**src/lcdbc_pkg.sv**
```systemverilog
// Shared types, codes and helpers for the character LCD bus controller.
`default_nettype none

package lcdbc_pkg;

    // Request actions carried on the input tuser.
    localparam logic [2:0] ACT_DATA     = 3'd0;
    localparam logic [2:0] ACT_COMMAND  = 3'd1;
    localparam logic [2:0] ACT_SET_ADDR = 3'd2;
    localparam logic [2:0] ACT_CLEAR    = 3'd3;
    localparam logic [2:0] ACT_INIT     = 3'd4;
    localparam logic [2:0] ACT_STATUS   = 3'd5;

    // Result kinds carried on the output tuser.
    localparam logic [1:0] KIND_READ    = 2'd0;
    localparam logic [1:0] KIND_WRITE   = 2'd1;
    localparam logic [1:0] KIND_DELAY   = 2'd2;
    localparam logic [1:0] KIND_REFUSED = 2'd3;

    // Configuration register indexes.
    localparam logic CFG_FOUR_BIT = 1'b0;
    localparam logic CFG_DUAL     = 1'b1;

    localparam logic [10:0] HOLD_US = 11'd1640;

    // Controller command bytes.
    localparam logic [7:0] CMD_SET_DDRAM  = 8'h80;
    localparam logic [7:0] CMD_CLEAR      = 8'h01;
    localparam logic [7:0] CMD_FUNC_4BIT  = 8'h28;
    localparam logic [7:0] CMD_FUNC_8BIT  = 8'h10;
    localparam logic [7:0] CMD_DISP_OFF   = 8'h08;
    localparam logic [7:0] CMD_DISP_ON    = 8'h0c;
    localparam logic [7:0] CMD_ENTRY_MODE = 8'h06;

    // Init sequence steps; zero means no init running.
    localparam logic [2:0] STEP_IDLE  = 3'd0;
    localparam logic [2:0] STEP_FUNC  = 3'd1;
    localparam logic [2:0] STEP_OFF   = 3'd2;
    localparam logic [2:0] STEP_CLEAR = 3'd3;
    localparam logic [2:0] STEP_ON    = 3'd4;
    localparam logic [2:0] STEP_ENTRY = 3'd5;

    localparam int unsigned MAX_RESULTS = 4;

    typedef struct packed {
        logic [1:0]  kind;
        logic        target;
        logic        reg_select;
        logic        read_write;
        logic [7:0]  bus_value;
        logic [10:0] delay_after_us;
        logic        last;
    } result_t;

    // One processed request handed to the result buffer.
    typedef struct packed {
        logic                       valid;
        logic [2:0]                 count;
        result_t [MAX_RESULTS-1:0]  items;
    } push_t;

    function automatic logic [7:0] init_cmd(input logic [2:0] step, input logic four_bit);
        logic [7:0] b;
        unique case (step)
            STEP_FUNC:  b = four_bit ? CMD_FUNC_4BIT : (CMD_FUNC_4BIT | CMD_FUNC_8BIT);
            STEP_OFF:   b = CMD_DISP_OFF;
            STEP_CLEAR: b = CMD_CLEAR;
            STEP_ON:    b = CMD_DISP_ON;
            default:    b = CMD_ENTRY_MODE;
        endcase
        return b;
    endfunction

    function automatic result_t make_item(input logic [1:0] kind, input logic target,
                                          input logic rs, input logic rw,
                                          input logic [7:0] bus, input logic [10:0] dly);
        result_t r;
        r.kind           = kind;
        r.target         = target;
        r.reg_select     = rs;
        r.read_write     = rw;
        r.bus_value      = bus;
        r.delay_after_us = dly;
        r.last           = 1'b0;
        return r;
    endfunction

endpackage

`default_nettype wire

```
**src/char_lcd_bus_controller.sv**
```systemverilog
// Top level of the character LCD bus controller.
`default_nettype none

// Turns host requests (data, command, set address, clear, init) into the
// sequence of enable pulses for a character LCD controller bus. Each
// request starts a busy poll of two read pulses; the host answers with a
// status item carrying the busy flag, and the block either polls again or
// writes the byte (one pulse, or high then low nibble in 4-bit mode). Clear
// and the start of init carry a 1640 us hold; init walks the five setup
// commands on controller 0 and, in dual mode, on controller 1. A data,
// command, set address, clear or init request arriving while a transfer
// is pending is answered with one refused item. A request passes an input
// register, is resolved combinationally and lands in a four-entry result
// buffer that drains one item per cycle while m_tready is high. A request
// gives 0 to 4 items, and the next request is taken as the last of them is
// handed out. Configuration writes are taken in every cycle (cfg_ready is
// tied high) and belong in idle periods.
module char_lcd_bus_controller (
    input  wire logic        aclk,
    input  wire logic        aresetn,
    // Request channel.
    input  wire logic        s_tvalid,
    output logic             s_tready,
    input  wire logic [15:0] s_tdata,   // value[7:0], device[8], busy_req[9], zero[15:10]
    input  wire logic [2:0]  s_tuser,   // action[2:0]
    // Result channel.
    output logic             m_tvalid,
    input  wire logic        m_tready,
    output logic [23:0]      m_tdata,   // target[0], reg_select[1], read_write[2],
                                        // bus_value[10:3], delay_after_us[21:11], zero[23:22]
    output logic [1:0]       m_tuser,   // kind[1:0]
    output logic             m_tlast,
    // Configuration write channel.
    input  wire logic        cfg_valid,
    output logic             cfg_ready,
    input  wire logic        cfg_index,
    input  wire logic        cfg_data
);
    import lcdbc_pkg::*;

    push_t   push;
    logic    q_ready;
    result_t m_item;

    assign cfg_ready = 1'b1;

    // Resolve each request against the transfer state in a single pass.
    lcdbc_core u_core (
        .aclk      (aclk),
        .aresetn   (aresetn),
        .s_tvalid  (s_tvalid),
        .s_tready  (s_tready),
        .s_tdata   (s_tdata),
        .s_tuser   (s_tuser),
        .cfg_valid (cfg_valid),
        .cfg_index (cfg_index),
        .cfg_data  (cfg_data),
        .q_ready   (q_ready),
        .push      (push)
    );

    // Hold the resulting bus items and hand them out one per handshake.
    lcdbc_resq u_resq (
        .aclk     (aclk),
        .aresetn  (aresetn),
        .push     (push),
        .q_ready  (q_ready),
        .m_tvalid (m_tvalid),
        .m_tready (m_tready),
        .m_item   (m_item)
    );

    assign m_tdata = {2'b00, m_item.delay_after_us, m_item.bus_value,
                      m_item.read_write, m_item.reg_select, m_item.target};
    assign m_tuser = m_item.kind;
    assign m_tlast = m_item.last;

endmodule

`default_nettype wire

```
**src/lcdbc_core.sv**
```systemverilog
// Request register, transfer state and the per-request result logic.
`default_nettype none

module lcdbc_core (
    input  wire logic             aclk,
    input  wire logic             aresetn,
    input  wire logic             s_tvalid,
    output logic                  s_tready,
    input  wire logic [15:0]      s_tdata,
    input  wire logic [2:0]       s_tuser,
    input  wire logic             cfg_valid,
    input  wire logic             cfg_index,
    input  wire logic             cfg_data,
    input  wire logic             q_ready,
    output lcdbc_pkg::push_t      push
);
    import lcdbc_pkg::*;

    // Input register.
    logic       in_valid_reg;
    logic [2:0] in_action_reg;
    logic [7:0] in_value_reg;
    logic       in_device_reg;
    logic       in_busy_reg;

    // Configuration.
    logic four_bit_reg;
    logic dual_reg;

    // Transfer state.
    logic       pend_valid_reg, pend_valid_next;
    logic       pend_rs_reg, pend_rs_next;
    logic [7:0] pend_byte_reg, pend_byte_next;
    logic       pend_hold_reg, pend_hold_next;
    logic [2:0] step_reg, step_next;
    logic       itgt_reg, itgt_next;
    logic       adev_reg, adev_next;

    logic                      take;
    result_t [MAX_RESULTS-1:0] res_c;
    logic [2:0]                n;
    logic [2:0]                idx_last;
    logic                      line;
    logic [10:0]               dly;

    assign take     = in_valid_reg && q_ready;
    assign s_tready = !in_valid_reg || take;

    always_ff @(posedge aclk) begin
        if (!aresetn) begin
            in_valid_reg <= 1'b0;
        end else if (s_tready) begin
            in_valid_reg <= s_tvalid;
        end
        if (s_tready && s_tvalid) begin
            in_action_reg <= s_tuser;
            in_value_reg  <= s_tdata[7:0];
            in_device_reg <= s_tdata[8];
            in_busy_reg   <= s_tdata[9];
        end
    end

    always_ff @(posedge aclk) begin
        if (!aresetn) begin
            four_bit_reg <= 1'b0;
            dual_reg     <= 1'b0;
        end else if (cfg_valid) begin
            unique case (cfg_index)
                CFG_FOUR_BIT: four_bit_reg <= cfg_data;
                CFG_DUAL:     dual_reg     <= cfg_data;
                default:      ;
            endcase
        end
    end

    always_comb begin
        res_c           = '0;
        n               = 3'd0;
        idx_last        = 3'd0;
        line            = 1'b0;
        dly             = 11'd0;
        pend_valid_next = pend_valid_reg;
        pend_rs_next    = pend_rs_reg;
        pend_byte_next  = pend_byte_reg;
        pend_hold_next  = pend_hold_reg;
        step_next       = step_reg;
        itgt_next       = itgt_reg;
        adev_next       = adev_reg;

        if (in_action_reg <= ACT_INIT) begin
            if (pend_valid_reg) begin
                res_c[0] = make_item(KIND_REFUSED, 1'b0, 1'b0, 1'b0, 8'h00, 11'd0);
                n        = 3'd1;
            end else begin
                pend_valid_next = 1'b1;
                if (in_action_reg == ACT_INIT) begin
                    step_next      = STEP_FUNC;
                    itgt_next      = 1'b0;
                    pend_rs_next   = 1'b0;
                    pend_byte_next = init_cmd(STEP_FUNC, four_bit_reg);
                    pend_hold_next = 1'b0;
                    adev_next      = 1'b0;
                    res_c[0] = make_item(KIND_DELAY, 1'b0, 1'b0, 1'b0, 8'h00, HOLD_US);
                    n        = 3'd1;
                end else begin
                    adev_next      = in_device_reg;
                    pend_rs_next   = (in_action_reg == ACT_DATA);
                    pend_hold_next = (in_action_reg == ACT_CLEAR);
                    priority if (in_action_reg == ACT_SET_ADDR) begin
                        pend_byte_next = CMD_SET_DDRAM | {1'b0, in_value_reg[6:0]};
                    end else if (in_action_reg == ACT_CLEAR) begin
                        pend_byte_next = CMD_CLEAR;
                    end else begin
                        pend_byte_next = in_value_reg;
                    end
                end
                // Busy poll: two read pulses on the instruction register.
                line = dual_reg && adev_next;
                res_c[n[1:0]]        = make_item(KIND_READ, line, 1'b0, 1'b1, 8'h00, 11'd0);
                res_c[n[1:0] + 2'd1] = make_item(KIND_READ, line, 1'b0, 1'b1, 8'h00, 11'd0);
                n = n + 3'd2;
            end
        end else if (in_action_reg == ACT_STATUS && pend_valid_reg) begin
            if (in_busy_reg) begin
                line     = dual_reg && adev_reg;
                res_c[0] = make_item(KIND_READ, line, 1'b0, 1'b1, 8'h00, 11'd0);
                res_c[1] = make_item(KIND_READ, line, 1'b0, 1'b1, 8'h00, 11'd0);
                n        = 3'd2;
            end else begin
                line = dual_reg && adev_reg;
                dly  = pend_hold_reg ? HOLD_US : 11'd0;
                if (four_bit_reg) begin
                    res_c[0] = make_item(KIND_WRITE, line, pend_rs_reg, 1'b0,
                                         {4'h0, pend_byte_reg[7:4]}, 11'd0);
                    res_c[1] = make_item(KIND_WRITE, line, pend_rs_reg, 1'b0,
                                         {4'h0, pend_byte_reg[3:0]}, dly);
                    n        = 3'd2;
                end else begin
                    res_c[0] = make_item(KIND_WRITE, line, pend_rs_reg, 1'b0,
                                         pend_byte_reg, dly);
                    n        = 3'd1;
                end
                pend_valid_next = 1'b0;
                if (step_reg != STEP_IDLE) begin
                    if (step_reg >= STEP_ENTRY) begin
                        if (dual_reg && !itgt_reg) begin
                            itgt_next = 1'b1;
                            step_next = STEP_FUNC;
                        end else begin
                            step_next = STEP_IDLE;
                            itgt_next = 1'b0;
                        end
                    end else begin
                        step_next = step_reg + 3'd1;
                    end
                    if (step_next != STEP_IDLE) begin
                        // Load the next init command and poll its controller.
                        pend_valid_next = 1'b1;
                        pend_rs_next    = 1'b0;
                        pend_byte_next  = init_cmd(step_next, four_bit_reg);
                        pend_hold_next  = (step_next == STEP_CLEAR);
                        adev_next       = itgt_next;
                        line            = dual_reg && itgt_next;
                        res_c[n[1:0]]        = make_item(KIND_READ, line, 1'b0, 1'b1,
                                                         8'h00, 11'd0);
                        res_c[n[1:0] + 2'd1] = make_item(KIND_READ, line, 1'b0, 1'b1,
                                                         8'h00, 11'd0);
                        n = n + 3'd2;
                    end
                end
            end
        end

        if (n != 3'd0) begin
            idx_last = n - 3'd1;
            res_c[idx_last[1:0]].last = 1'b1;
        end
    end

    always_ff @(posedge aclk) begin
        if (!aresetn) begin
            pend_valid_reg <= 1'b0;
            pend_rs_reg    <= 1'b0;
            pend_hold_reg  <= 1'b0;
            step_reg       <= STEP_IDLE;
            itgt_reg       <= 1'b0;
            adev_reg       <= 1'b0;
        end else if (take) begin
            pend_valid_reg <= pend_valid_next;
            pend_rs_reg    <= pend_rs_next;
            pend_hold_reg  <= pend_hold_next;
            step_reg       <= step_next;
            itgt_reg       <= itgt_next;
            adev_reg       <= adev_next;
        end
        if (take) begin
            pend_byte_reg <= pend_byte_next;
        end
    end

    assign push.valid = take;
    assign push.count = n;
    assign push.items = res_c;

endmodule

`default_nettype wire

```
**src/lcdbc_resq.sv**
```systemverilog
// Result buffer: holds the items of one request and hands them out in order.
`default_nettype none

module lcdbc_resq (
    input  wire logic              aclk,
    input  wire logic              aresetn,
    input  wire lcdbc_pkg::push_t  push,
    output logic                   q_ready,
    output logic                   m_tvalid,
    input  wire logic              m_tready,
    output lcdbc_pkg::result_t     m_item
);
    import lcdbc_pkg::*;

    result_t [MAX_RESULTS-1:0] slots_reg;
    logic [2:0]                rem_reg;
    logic [1:0]                idx_reg;
    logic                      pop;

    assign m_tvalid = (rem_reg != 3'd0);
    assign pop      = m_tvalid && m_tready;
    assign q_ready  = (rem_reg == 3'd0) || (rem_reg == 3'd1 && m_tready);
    assign m_item   = slots_reg[idx_reg];

    always_ff @(posedge aclk) begin
        if (!aresetn) begin
            rem_reg <= 3'd0;
            idx_reg <= 2'd0;
        end else if (push.valid && push.count != 3'd0) begin
            rem_reg <= push.count;
            idx_reg <= 2'd0;
        end else if (pop) begin
            rem_reg <= rem_reg - 3'd1;
            idx_reg <= idx_reg + 2'd1;
        end
        if (push.valid && push.count != 3'd0) begin
            slots_reg <= push.items;
        end
    end

endmodule

`default_nettype wire
```
**config.mk**
```make
export PLATFORM = sky130hd
export DESIGN_NAME = char_lcd_bus_controller
export DESIGN_NICKNAME = d
export VERILOG_FILES = /design/src/lcdbc_pkg.sv /design/src/char_lcd_bus_controller.sv /design/src/lcdbc_core.sv /design/src/lcdbc_resq.sv
export SDC_FILE = /design/constraint.sdc
export NUM_CORES = 1
export LEC_CHECK = 0
export BUFFER_PORTS_ARGS = -buffer_cell sky130_fd_sc_hd__buf_2
export CAP_MARGIN = 20
export CELL_PAD_IN_SITES_DETAIL_PLACEMENT = 1
export CELL_PAD_IN_SITES_GLOBAL_PLACEMENT = 1
export CORE_UTILIZATION = 40
export CTS_BUF_LIST = sky130_fd_sc_hd__clkbuf_2 sky130_fd_sc_hd__clkbuf_4 sky130_fd_sc_hd__clkbuf_8
export DETAILED_ROUTE_END_ITERATION = 16
export PLACE_DENSITY_LB_ADDON = 0.1
export SLEW_MARGIN = 20
export SYNTH_ARGS = -nofsm -noshare
export SYNTH_HDL_FRONTEND = slang
export SYNTH_SLANG_ARGS = --single-unit
export TNS_END_PERCENT = 50
```
**constraint.sdc**
```tcl
create_clock -name aclk -period 8 [get_ports aclk]
set_input_delay 0.8 -clock aclk [delete_from_list [all_inputs] [get_ports aclk]]
set_output_delay 0.8 -clock aclk [all_outputs]
set_load 0.01 [all_outputs]
```
## Yosys cells after proc, flatten, opt, wreduce, memory -nomap -nowiden

Cells that the tools add are included.
W data, S select, Z words.

- Register bits after elaboration: 137
- Bits of input ports: 26
- Output and inout port bits: 30
- Word-level logic and storage cells: 230

- $add $sub $neg: 8
- Magnitude comparators: 13
- Equal/unequal tests: 12
- Muxes and demuxes: 116
- Bitwise operators: 2
- Reduce and logical (&&, ||, !) cells: 35

Operators by type and width:

| kind | count |
|---|---|
| $bwmux W100 | 5 |
| $mux W100 | 5 |
| $mux W25 | 15 |
| $demux W25 S2 | 5 |
| $mux W50 | 2 |
| $mux W75 | 1 |
| $mux W3 | 24 |
| $mux W8 | 9 |
| $bmux W25 S2 | 1 |
| $mux W1 | 43 |
| $pmux W8 S4 | 1 |
| $mux W24 | 1 |
| $mux W20 | 1 |
| $lt A2 B3 Y1 const B | 6 |
| $logic_and A1 B1 Y1 | 15 |
| $eq A3 B2 Y1 const B | 4 |
| $reduce_and A6 Y1 | 2 |
| $reduce_bool A3 Y1 | 4 |
| $mux W11 | 1 |
| $ge A2 B1 Y1 const B | 5 |
| $eq A3 B3 Y1 const B | 3 |
| $reduce_bool A2 Y1 | 4 |
| $add A2 B1 Y2 const B | 3 |
| $add A3 B2 Y3 const B | 2 |
| other kinds (16) | 24 |

## Depth between registers and ports, before layout

- Word-level depth: 21
- Gate-level depth with buffers: 11
- Depth with buffers taken out: 11

## Hierarchy

Synthesis repeated with hierarchy kept, for this count alone.

- Cells, all modules: 452
- Area, all modules: 6556.3 µm²

By module, submodules not included:

| module | times used | cells each | area an instance (µm²) |
|---|---|---|---|
| lcdbc_resq | 1 | 172 | 4052.6 |
| lcdbc_core | 1 | 275 | 2473.6 |
| char_lcd_bus_controller | 1 | 5 | 30.0 |

## Least setup slack after synthesis

No wires, ideal clock.

- Path kind: flip-flop to flip-flop
- Start point: register u_core.step_reg[0]
- End point: register u_resq.slots_reg[0] in the netlist's numbering (enable)
- Setup time: 0.425 ns
- Data arrival time: 3.609 ns
- Path slack: 3.966 ns
- Stages on the path, launching flop included: 11
- Buffers on the path: 0
- Period minus slack after synthesis: 4.034 ns
- Cells stage by stage: dfxtp_1 inv_1 ha_1 nor4b_1 a31o_2 nor2_1 ha_1 nor2b_1 a41oi_1 nor2_1 nor2_1

- Word-level cells in the longest chain between the ends: 14
- Elaborated cells on any way between the ends: 16
- Classes of those cells: add/sub (1); order compare (1); mux (10); reduce/logical (4)

Ends and longest elaborated chain:

| element | RTL line | text |
|---|---|---|
| start, declared | lcdbc_core.sv:35 | `logic [2:0] step_reg, step_next;` |
| start signal, assigned | lcdbc_core.sv:192 | `step_reg <= step_next;` |
| $add A3 B1 Y3 / $ge A3 B3 Y1 (equally long branches) | lcdbc_core.sv:154, lcdbc_core.sv:145 |  |
| $mux W3 | lcdbc_core.sv:145 | `if (step_reg >= STEP_ENTRY) begin` |
| $mux W3 | lcdbc_core.sv:144 | `if (step_reg != STEP_IDLE) begin` |
| $mux W3 | lcdbc_core.sv:124 | `if (in_busy_reg) begin` |
| $mux W3 | lcdbc_core.sv:123 | `end else if (in_action_reg == ACT_STATUS && pend_valid_reg) begin` |
| $mux W3 | lcdbc_core.sv:90 | `if (in_action_reg <= ACT_INIT) begin` |
| $reduce_bool A3 Y1 | lcdbc_core.sv:156 | `if (step_next != STEP_IDLE) begin` |
| $mux W3 | lcdbc_core.sv:156 |  |
| $mux W3 (*) | lcdbc_core.sv:144 |  |
| $mux W3 (*) | lcdbc_core.sv:124 |  |
| $mux W3 (*) | lcdbc_core.sv:123 |  |
| $mux W3 (*) | lcdbc_core.sv:90 |  |
| $reduce_bool A3 Y1 (*) | lcdbc_resq.sv:36 | `if (push.valid && push.count != 3'd0) begin` |
| $logic_and A1 B1 Y1 (*) | lcdbc_resq.sv:36 |  |
| end signal, assigned | lcdbc_resq.sv:37 | `slots_reg <= push.items;` |
| end, declared | lcdbc_resq.sv:15 | `result_t [MAX_RESULTS-1:0] slots_reg;` |

Mark *: on every way between the ends. The rest lies on a longest branch, timed or not. The select of a mux whose other input is x is not followed.
A chain may end at the register's enable or synchronous reset.

## Final worst setup path

- Start point: register u_core.step_reg[0]
- End point: register u_resq.slots_reg[10] in the netlist's numbering (enable)

The elaborated chain is that of the path after synthesis.

==> report_table.html <==
<table>
<tr><th>Metric</th><th>Value</th></tr>
<tr><th colspan="2">Final layout</th></tr>
<tr><td>Count of inserted antenna diode cells</td><td>0</td></tr>
<tr><td>Number of flip-flops under the largest register name</td><td>31</td></tr>
<tr><td>Final core occ</td><td>0.462</td></tr>
<tr><td>Synth-to-layout area growth</td><td>12.5%</td></tr>
<tr><td>Most frequent cells in the layout</td><td>edfxtp_1, buf_2, nor2_1, nand2_1, a21oi_1</td></tr>
<tr><td>Final standard cell area without fillers</td><td>4010 um2</td></tr>
<tr><td>Most common cell after layout, fill and taps aside</td><td>edfxtp_1</td></tr>
<tr><td>Total area of multi-input combinational cells</td><td>1480 um2</td></tr>
<tr><td>Sequential cell area</td><td>1880 um2</td></tr>
<tr><td>Fraction of layout instances using a drive strength above 1</td><td>0.199</td></tr>
<tr><td>Nets</td><td>395</td></tr>
<tr><td># fillers</td><td>995</td></tr>
<tr><th colspan="2">Logic synthesis</th></tr>
<tr><td>Xor/xnor share of the synthesized area</td><td>0.00492</td></tr>
<tr><td>Cells after synthesis</td><td>328</td></tr>
<tr><td>Number of synthesized register bits</td><td>68</td></tr>
<tr><td>Post-synthesis async set-or-reset flop share</td><td>0</td></tr>
<tr><td>Adder-cell share of the synthesized area</td><td>0.0281</td></tr>
<tr><td>Synthesized-area fraction occupied by ao, oa, aoi and oai cells</td><td>0.160</td></tr>
<tr><td>Count of different cell masters after synthesis</td><td>64</td></tr>
<tr><td>Count of yosys warnings during synthesis</td><td>0</td></tr>
<tr><td>Basic-gate share of the synthesized area counting and, or, nand and nor cells</td><td>0.166</td></tr>
<tr><td>Most common flop cell mapped by yosys</td><td>edfxtp_1</td></tr>
<tr><td>Mapped Avg Cell Area</td><td>10.9 um2</td></tr>
<tr><td>Largest family of logic cells by synthesized area</td><td>simple AND/OR/NAND/NOR gates</td></tr>
<tr><td>Post-Synthesis Cell Area</td><td>3560 um2</td></tr>
<tr><td>Number of synthesized flops with an enable pin</td><td>52</td></tr>
<tr><td>Portion of the post-synthesis area used by sequential elements</td><td>0.528</td></tr>
<tr><td>Proportion of synthesized area in mux cells</td><td>0.0474</td></tr>
<tr><th colspan="2">Clocking</th></tr>
<tr><td>Post-CTS Repair Setup Buffers</td><td>0</td></tr>
<tr><td>Post-CTS Hold Buffers</td><td>0</td></tr>
<tr><td>Gates resized, CTS repair</td><td>0</td></tr>
<tr><td>Clock sink count</td><td>68</td></tr>
<tr><td>Register clock-pin slew on the reported worst setup and hold paths</td><td>0.08 ns</td></tr>
<tr><td>Bufs on Longest Clock Path</td><td>2</td></tr>
<tr><td>CTS root buffer</td><td>clkbuf_8</td></tr>
<tr><td>Clock network latency to the later pin of the worst-skew pair</td><td>0.34 ns</td></tr>
<tr><td>Clock tree from TritonCTS</td><td>yes</td></tr>
<tr><td>Number of levels the H-tree was split into</td><td>3</td></tr>
<tr><td>TritonCTS Buffers</td><td>9</td></tr>
<tr><th colspan="2">Detailed routing</th></tr>
<tr><td>Overall routed net length</td><td>7980 um</td></tr>
<tr><td>Wire per inst</td><td>16.8 um</td></tr>
<tr><td>First drt pass iteration count</td><td>8</td></tr>
<tr><td>Remaining antenna violation count</td><td>0</td></tr>
<tr><td>DRT iter0 DRCs</td><td>95</td></tr>
<tr><td>Total number of vias</td><td>2561</td></tr>
<tr><td>Post-route DRC</td><td>0</td></tr>
<tr><td>Number of vias per cell</td><td>5.40</td></tr>
<tr><th colspan="2">STA</th></tr>
<tr><td>Total of endpoints with negative setup slack in the final report</td><td>0</td></tr>
<tr><td>Final-layout worst hold slack</td><td>0.490 ns</td></tr>
<tr><td>Count of pins over their slew limit</td><td>0</td></tr>
<tr><td>Min setup slack post-route</td><td>4.59 ns</td></tr>
<tr><td>Relative slew margins</td><td>0.523</td></tr>
<tr><td>Count of endpoints failing hold in the final timing report</td><td>0</td></tr>
<tr><td>Transition time at the pin with the least slew margin</td><td>0.714 ns</td></tr>
<tr><td>Final min period</td><td>3.41 ns</td></tr>
<tr><td>Maximum clock skew at final layout</td><td>0.0106 ns</td></tr>
<tr><td>Unrepaired setup endpoints after global routing</td><td>false</td></tr>
<tr><td>Summed negative setup slack over all endpoints</td><td>0 ns</td></tr>
<tr><td>Period Utilization, post-route</td><td>0.427</td></tr>
<tr><td>Highest Clock Rate</td><td>293 MHz</td></tr>
<tr><th colspan="2">Floorplan</th></tr>
<tr><td>Effective utilization at floorplan</td><td>0.411</td></tr>
<tr><td>Die X-Extent</td><td>96.4 um</td></tr>
<tr><td>Die H</td><td>96.4 um</td></tr>
<tr><td>Total core area</td><td>8680 um2</td></tr>
<tr><td>I/O pin count</td><td>56</td></tr>
<tr><td># rows</td><td>34</td></tr>
<tr><td>DIE AREA</td><td>9290 um2</td></tr>
<tr><th colspan="2">Global route</th></tr>
<tr><td>Wire length of the first global-routing pass</td><td>12700 um</td></tr>
<tr><td>Initial antenna violation count</td><td>0</td></tr>
<tr><td>Grt ovf</td><td>0</td></tr>
<tr><td>GR Util met3</td><td>0.0336</td></tr>
<tr><td>Largest net degree at the start of global routing</td><td>36</td></tr>
<tr><td>Busiest layer in global routing</td><td>met2</td></tr>
<tr><td>Number of global-route vias before repair</td><td>2436</td></tr>
<tr><td>Global-route track usage on met2</td><td>0.289</td></tr>
<tr><td>Met1 track utilization from global routing</td><td>0.261</td></tr>
<tr><td>Overall track demand over capacity in global routing</td><td>0.186</td></tr>
<tr><th colspan="2">Critical path</th></tr>
<tr><td>CP arrival</td><td>3.40 ns</td></tr>
<tr><td>Buffer and inverter count on the worst path</td><td>2</td></tr>
<tr><td>Slowest stage cell on the critical path</td><td>dfxtp_1</td></tr>
<tr><td>Cell Chain, Critical Path</td><td>inv_1 &gt; ha_1 &gt; nor4b_1 &gt; a31o_2 &gt; nor2_1 &gt; ha_1 &gt; nor2b_1 &gt; a41oi_1 &gt; nor2_1 &gt; nor2_2 &gt; buf_4</td></tr>
<tr><td>Peak per-stage delay on the critical path</td><td>0.51 ns</td></tr>
<tr><td>Crit start category</td><td>register</td></tr>
<tr><td>Largest fanout on the critical path</td><td>35</td></tr>
<tr><td>Critical path class</td><td>reg2reg</td></tr>
<tr><td>Worst path required time</td><td>7.99 ns</td></tr>
<tr><td>Kind of capture point of the worst setup path</td><td>register</td></tr>
<tr><td>Dominant delay contributor by cell family on the critical path</td><td>simple AND/OR/NAND/NOR gates</td></tr>
<tr><th colspan="2">Power</th></tr>
<tr><td>Worst ir drop on vdd</td><td>125 uV</td></tr>
<tr><td>Switching power summed over all nets</td><td>0.368 mW</td></tr>
<tr><td>Pwr per Cell Area</td><td>287 nW/um2</td></tr>
<tr><td>Share of power burned in combinational logic</td><td>0.268</td></tr>
<tr><td>Internal Pwr Total</td><td>0.783 mW</td></tr>
<tr><td>Power share of the sequential group</td><td>0.435</td></tr>
<tr><td>Leakage power summed over all cells</td><td>1.51 nW</td></tr>
<tr><td>Clock network power share</td><td>0.297</td></tr>
<tr><td>Sw Share</td><td>0.320</td></tr>
<tr><th colspan="2">Place</th></tr>
<tr><td>Port Buffers</td><td>40</td></tr>
<tr><td>Worst Setup Slack post-DPL</td><td>4.60 ns</td></tr>
<tr><td>Cell area after placement</td><td>3770 um2</td></tr>
<tr><td>Post-DP HPWL</td><td>5770 um</td></tr>
<tr><td>Final weighted congestion in routability-driven placement</td><td>0.824</td></tr>
<tr><th colspan="2">Run</th></tr>
<tr><td>Count of maximum capacitance violations</td><td>0</td></tr>
<tr><th colspan="2">Worst hold path</th></tr>
<tr><td>Min-Delay Path Class</td><td>reg2reg</td></tr>
<tr><th colspan="2">Status</th></tr>
<tr><td>Status</td><td>complete, no violations</td></tr>
</table>
[through the flow]
| stage | cells | total power [mW] |
|---|---|---|
| after floorplan | 335 | 0.730 |
| after global placement | 458 | 0.812 |
| after detailed placement | 458 | 0.821 |
| after CTS | 474 | 1.16 |
| after global routing | 474 | 1.23 |
| final | 474 | 1.15 |
[worst paths after layout]
path / cells after the start / startpoint / slack, ns / to
max reg2reg: 11 / u_core.step_reg[0] / 4.59 / u_resq.slots_reg[10]
min reg2reg: 2 / u_core.itgt_reg / 0.49 / u_core.itgt_reg
min: 2 / u_core.itgt_reg / 0.49 / u_core.itgt_reg
max: 11 / u_core.step_reg[0] / 4.59 / u_resq.slots_reg[10]
[routing by layer]
metal  wire length (um)  vias to the layer above  part of all wire
met5                  0                        -                 0
met4                140                        0             0.018
met3                280                       11             0.035
met2               3670                       56              0.46
met1               3890                     1243              0.49
li1                   -                     1251                 -
[cell usage after synthesis (all sizes together) (2+ instances only)]
master | count | share of area
nand3b | 2 | 0.0042
mux4 | 3 | 0.019
nor4b | 2 | 0.0049
edfxtp | 52 | 0.44
a21o | 2 | 0.0042
clkbuf | 6 | 0.0063
o2bb2ai | 2 | 0.0049
ha | 8 | 0.028
dfxtp | 16 | 0.090
a21boi | 2 | 0.0053
nand3 | 2 | 0.0028
o21a | 2 | 0.0042
nand2 | 28 | 0.029
buf | 21 | 0.041
o2111ai | 3 | 0.012
inv | 15 | 0.016
a41oi | 2 | 0.0049
nand2b | 4 | 0.0070
conb | 2 | 0.0021
and3 | 8 | 0.014
a211oi | 3 | 0.0063
a21oi | 19 | 0.027
nor2b | 3 | 0.0053
mux2i | 9 | 0.025
a22o | 4 | 0.0098
o21ai | 21 | 0.029
a31o | 2 | 0.0049
nor3 | 6 | 0.0098
and2 | 16 | 0.028
o31ai | 3 | 0.0077
nor2 | 30 | 0.032
and4 | 2 | 0.0056
a311oi | 2 | 0.0049
a31oi | 4 | 0.0070
o22ai | 3 | 0.0053
[tightest hold or removal path, cell delays in order (launching register included)]
cell and delay, ns:
dfxtp_1 0.34, nand2_1 0.06, o2bb2ai_1 0.05
[power groups by stage]
stage               registers, mW  clock network [mW]  logic [mW]
floorplan                   0.472                   0       0.257
global placement            0.508                   0       0.305
detailed placement          0.510                   0       0.311
CTS                         0.503               0.348       0.312
global route                0.511               0.361       0.353
finish                      0.501               0.342       0.308
[layout make-up]
class	count	share of cell area
repair buffers	42	0.0537
multi-input cells	225	0.370
inverters	15	0.0140
well taps	108	0.0337
clock buffers	9	0.0309
clock inverters	7	0.0284
flip-flops and latches	68	0.469
[logic make-up (layout without fill, tap and decap cells)]
| group | Yosys count | in the layout |
|---|---|---|
| simple gates | 111 | 111 |
| compound gates | 82 | 82 |
| other cells | 2 | 9 |
| mux | 13 | 13 |
| flops | 68 | 68 |
| xor+xnor | 2 | 2 |
| buf+inv | 42 | 73 |
| fa+ha+maj | 8 | 8 |
No activity file was read; power rests on OpenSTA's default activity.
